<file path="src/hdl/fbpa_pkg.sv">
// ============================================================================
// fbpa_pkg
// Shared widths, codes and controller/datapath interface types for the
// fixed block pool allocator.
// ============================================================================
`timescale 1ns / 1ps

package fbpa_pkg;

  // Widths of the external words
  localparam int AddrW    = 32;
  localparam int CountW   = 13;  // holds 0..MaxBlocks
  localparam int CfgIdxW  = 2;
  localparam int CfgDataW = 32;
  localparam int StatusW  = 2;

  // Pool geometry
  localparam int MaxBlocks = 4096;
  localparam int StackAw   = $clog2(MaxBlocks);
  localparam int ObjW      = 17;  // object_size register
  localparam int LenW      = 18;  // block length after rounding
  localparam int OffsetW   = 17;  // bump offset
  localparam int PageW     = 17;  // page size in bytes
  localparam int AlignUnit = 16;

  localparam logic [PageW-1:0]  SmallPage     = PageW'(4096);
  localparam logic [PageW-1:0]  LargePage     = PageW'(64 * 1024);
  localparam logic [ObjW-1:0]   ResetObjSize  = ObjW'(16);
  localparam logic [CountW-1:0] ResetCapacity = CountW'(4096 / 16);

  // Capacity divider: one quotient bit per step
  localparam int QuoW     = PageW;
  localparam int RemW     = LenW;
  localparam int DivSteps = QuoW;
  localparam int DivCntW  = $clog2(DivSteps + 1);

  // Operation codes
  localparam logic OpAlloc = 1'b0;
  localparam logic OpFree  = 1'b1;

  // Result status codes
  localparam logic [StatusW-1:0] StatusOk        = 2'd0;
  localparam logic [StatusW-1:0] StatusFull      = 2'd1;
  localparam logic [StatusW-1:0] StatusUnderflow = 2'd2;

  // Register indexes
  localparam logic [CfgIdxW-1:0] CfgBase      = 2'd0;
  localparam logic [CfgIdxW-1:0] CfgPageLarge = 2'd1;
  localparam logic [CfgIdxW-1:0] CfgAlign     = 2'd2;
  localparam logic [CfgIdxW-1:0] CfgObjSize   = 2'd3;

  // Controller to datapath commands
  typedef struct packed {
    logic exec;       // run the accepted word
    logic pop_done;   // stack read data is valid, finish the pop
    logic div_start;  // start the capacity divider
  } ctrl_cmd_t;

  // Datapath to controller status
  typedef struct packed {
    logic need_pop;   // current word pops the free stack
    logic div_done;   // capacity divider finished
  } dp_status_t;

endpackage

</file>
<file path="src/hdl/fbpa_ctrl.sv">
// ============================================================================
// fbpa_ctrl
// Controller: accepts words, waits on stack reads and capacity rebuilds.
// ============================================================================
`timescale 1ns / 1ps

module fbpa_ctrl (
  input  logic                  clk_i,
  input  logic                  rst_ni,
  input  logic                  start_i,
  input  logic                  cfg_we_i,
  input  fbpa_pkg::dp_status_t  sts_i,
  output fbpa_pkg::ctrl_cmd_t   cmd_o,
  output logic                  busy_o
);

  import fbpa_pkg::*;

  typedef enum logic [3:0] {
    ST_IDLE = 4'b0001,
    ST_POP  = 4'b0010,
    ST_LOAD = 4'b0100,
    ST_DIV  = 4'b1000
  } state_e;

  state_e state_q, state_d;

  // Next state and commands
  always_comb begin
    state_d         = state_q;
    cmd_o.exec      = 1'b0;
    cmd_o.pop_done  = 1'b0;
    cmd_o.div_start = 1'b0;
    case (state_q)
      ST_IDLE: begin
        if (start_i) begin
          cmd_o.exec = 1'b1;
          if (sts_i.need_pop) begin
            state_d = ST_POP;
          end
        end
      end
      ST_POP: begin
        cmd_o.pop_done = 1'b1;
        state_d        = ST_IDLE;
      end
      ST_LOAD: begin
        cmd_o.div_start = 1'b1;
        state_d         = ST_DIV;
      end
      ST_DIV: begin
        if (sts_i.div_done) begin
          state_d = ST_IDLE;
        end
      end
      default: begin
        state_d = ST_IDLE;
      end
    endcase

    // a register write always rebuilds the pool
    if (cfg_we_i) begin
      cmd_o.exec     = 1'b0;
      cmd_o.pop_done = 1'b0;
      state_d        = ST_LOAD;
    end
  end

  always_ff @(posedge clk_i or negedge rst_ni) begin
    if (!rst_ni) begin
      state_q <= ST_IDLE;
    end else begin
      state_q <= state_d;
    end
  end

  assign busy_o = (state_q != ST_IDLE);

endmodule

</file>
<file path="config.mk">
export PLATFORM = sky130hd
export DESIGN_NAME = fbpa_ctrl
export DESIGN_NICKNAME = d
export VERILOG_FILES = /design/src/hdl/fbpa_pkg.sv /design/src/hdl/fbpa_ctrl.sv
export SDC_FILE = /design/constraint.sdc
export NUM_CORES = 1
export LEC_CHECK = 0
export ABC_AREA = 1
export ABC_CLOCK_PERIOD_IN_PS = 1150
export BUFFER_PORTS_ARGS = -buffer_cell sky130_fd_sc_hd__clkbuf_2
export CORE_AREA = 2 2 39 41
export CTS_CLUSTER_SIZE = 28
export DETAILED_ROUTE_END_ITERATION = 8
export DIE_AREA = 0 0 41 43
export PLACE_DENSITY = 0.5
export SYNTH_ARGS = -nofsm -noshare
export SYNTH_HDL_FRONTEND = slang
export SYNTH_SLANG_ARGS = --single-unit
</file>
<file path="constraint.sdc">
create_clock -name clk_i -period 1.15 [get_ports clk_i]
set_input_delay 0.1725 -clock clk_i [delete_from_list [all_inputs] [get_ports clk_i]]
set_output_delay 0.1725 -clock clk_i [all_outputs]
set_load 0.005 [all_outputs]
</file>
==> results.cfg <==
[status]
status = finished with violations
violations = negative setup slack

[clock_network]
htree_levels = 1
tritoncts = built
cts.sinks = 4
numCtsBuffers = 3
clk_pin_slew_ps = 40
cts-root-buf = clkbuf_4
clk_path_buf_depth = 2
clk_latency_ps = 230

[layout]
top_regs = state_q x4
layoutNonFillerInstCount = 75
num_antenna_cells = 0
multi_input_area_um2 = 189
nets = 66
seq_area_um2 = 101
area_growth_pct = 72.1
num-fill-cells = 145
largest_register_ffs = 4
layout_commonest_cell = clkbuf_2
drive_gt1_share_pct = 62.7
fin_util_pct = 34.5
fin_area_um2 = 478
regMostFlops = state_q
layout_common_cells = 8 x clkbuf_2, 7 x nand2_1, 6 x buf_4, 5 x nor2_2, 5 x nor2_1

[logic_synthesis]
synth-seq-cells = 4
synth_top_area_cell = dfrtp_1
synth_top_area_share_pct = 27.0
yosysUniqueCellTypes = 13
synth-seq-area-share_pct = 36.5
synth_nets = 44
synth_area_leaders = dfrtp_1 27%, nand2_1 11%, dfstp_2 9.5%, nor2_1 9.5%, nor2_4 8.1%
syn-instance-count = 38
avgSynthCellArea_um2 = 7.31
yosys_warnings = 0
syn-cell-area_um2 = 278

[worst_setup_path]
crit_required_ps = 980
reg2reg_depth = 9
path_class = reg2out
rrSetupSlack_ps = -90
arrival_ps = 1170
start_kind = register
end_kind = output port
crit_fanout = 2

[routing]
num_vias = 286
ant_nets = 0
avgRoutedWirePerCell_um = 8.67
drt_iter0_markers = 0
dr.pass1.iters = 1
route.detailed.drc = 0
vias_per_cell = 3.81
wl_um = 650

[place]
place_congestion = 0.696
dp.cells = 65
dpl_cell_area_um2 = 362
hpwlAfterDp_um = 470
portBuffers = 9
dpl_worst_slack_ps = -7.17

[sta]
clock_skew_ps = 4.40
max_slew.worst_pin.slew_ps = 188
fin_ws_ps = -192
tns_ps = -820
rsz0062_at_grt = yes
fmax_mhz = 745
final-setup-viol-count = 6
period_share_pct = 117
whs_ps = 141
hold_viol = 0
finalMaxSlewViolations = 0
layout_min_cycle_time_ps = 1340
maxSlewHeadroom_pct = 87.4

[floorplan]
start_util_pct = 20.1
die_w_um = 41
num_rows = 14
ios = 10
core_area_um2 = 1380
chipHeight_um = 43
die-area_um2 = 1760

[global_route]
grtUsageTotal_pct = 8.89
antenna_found_initial = 0
grt_pass1_wl_um = 1020
grt_pass1_vias = 265
grt-ovfl-total = 0
grt_start_max_net_pins = 7

[power_and_ir_drop]
leakage_nw = 0.252
vdd_drop_max_mv = 0.428
finalPower_mw = 0.540
p_per_area_nw_per_um2 = 1130

[hold_path]
hold_path_class = in2reg
holdPathStages = 1

[run]
cap_viol_max_count = 0
## cells in the mapped netlist, drive strengths merged
master,n
inv,5
clkbuf,1
dfrtp,3
nor3,1
nand2,9
nor2,12
dfstp,1
nand3,6
## per-layer routing
layer,global-route usage [%],share of wire [%]
met1,12.1,45
met4,8.00,0
met5,0,0
met3,1.57,4.5
met2,11.3,50
## area by class of cell
class                   instances  area share (%)
multi-input cells              28            39.5
repair buffers                 18            25.7
flip-flops and latches          4            21.2
clock buffers                   4            5.50
well taps                      16            4.19
inverters                       5            3.93
## cells by family (layout without fill, tap and decap cells)
kind of cell  count (synthesis)  after routing  share of synthesized area (%)
flops                         4              4                           36.5
simple gates                 28             28                           55.4
buf+inv                       6             27                           8.10
## what timing repair did
action	4_1_cts	5_1_grt
gates resized for setup	6	6
buffers inserted	4	1
endpoints found under the hold margin	4	0
pin swaps	4	4
cloned	0	0
setup endpoints to repair	5	7
hold buffers	1	0
## path summary, 6_finish.rpt
| check | startpoint | end |
|---|---|---|
| max in group asynchronous | rst_ni | state_q[0] |
| min in group asynchronous | rst_ni | state_q[3] |
| worst min register to register | state_q[0] | state_q[0] |
| worst max-delay path | state_q[0] | cmd_o[2] |
| worst max register to register | state_q[0] | state_q[0] |
| worst min-delay path | cfg_we_i | state_q[2] |
## power by group
group | total [mW] | leakage, nW | internal, mW | switching [mW]
sequential | 0.170 | 0.0493 | 0.157 | 0.0125
combinational | 0.182 | 0.187 | 0.0938 | 0.0881
clock | 0.188 | 0.0150 | 0.130 | 0.0578
## worst max-delay path, cell delays in order (launching register included)
cell     delay (ps)
dfstp_2         520
inv_2            50
nor2_4          100
nand3_2          80
nor2_2           80
buf_2           110
Note: power is estimated with default switching activity, not from simulation.
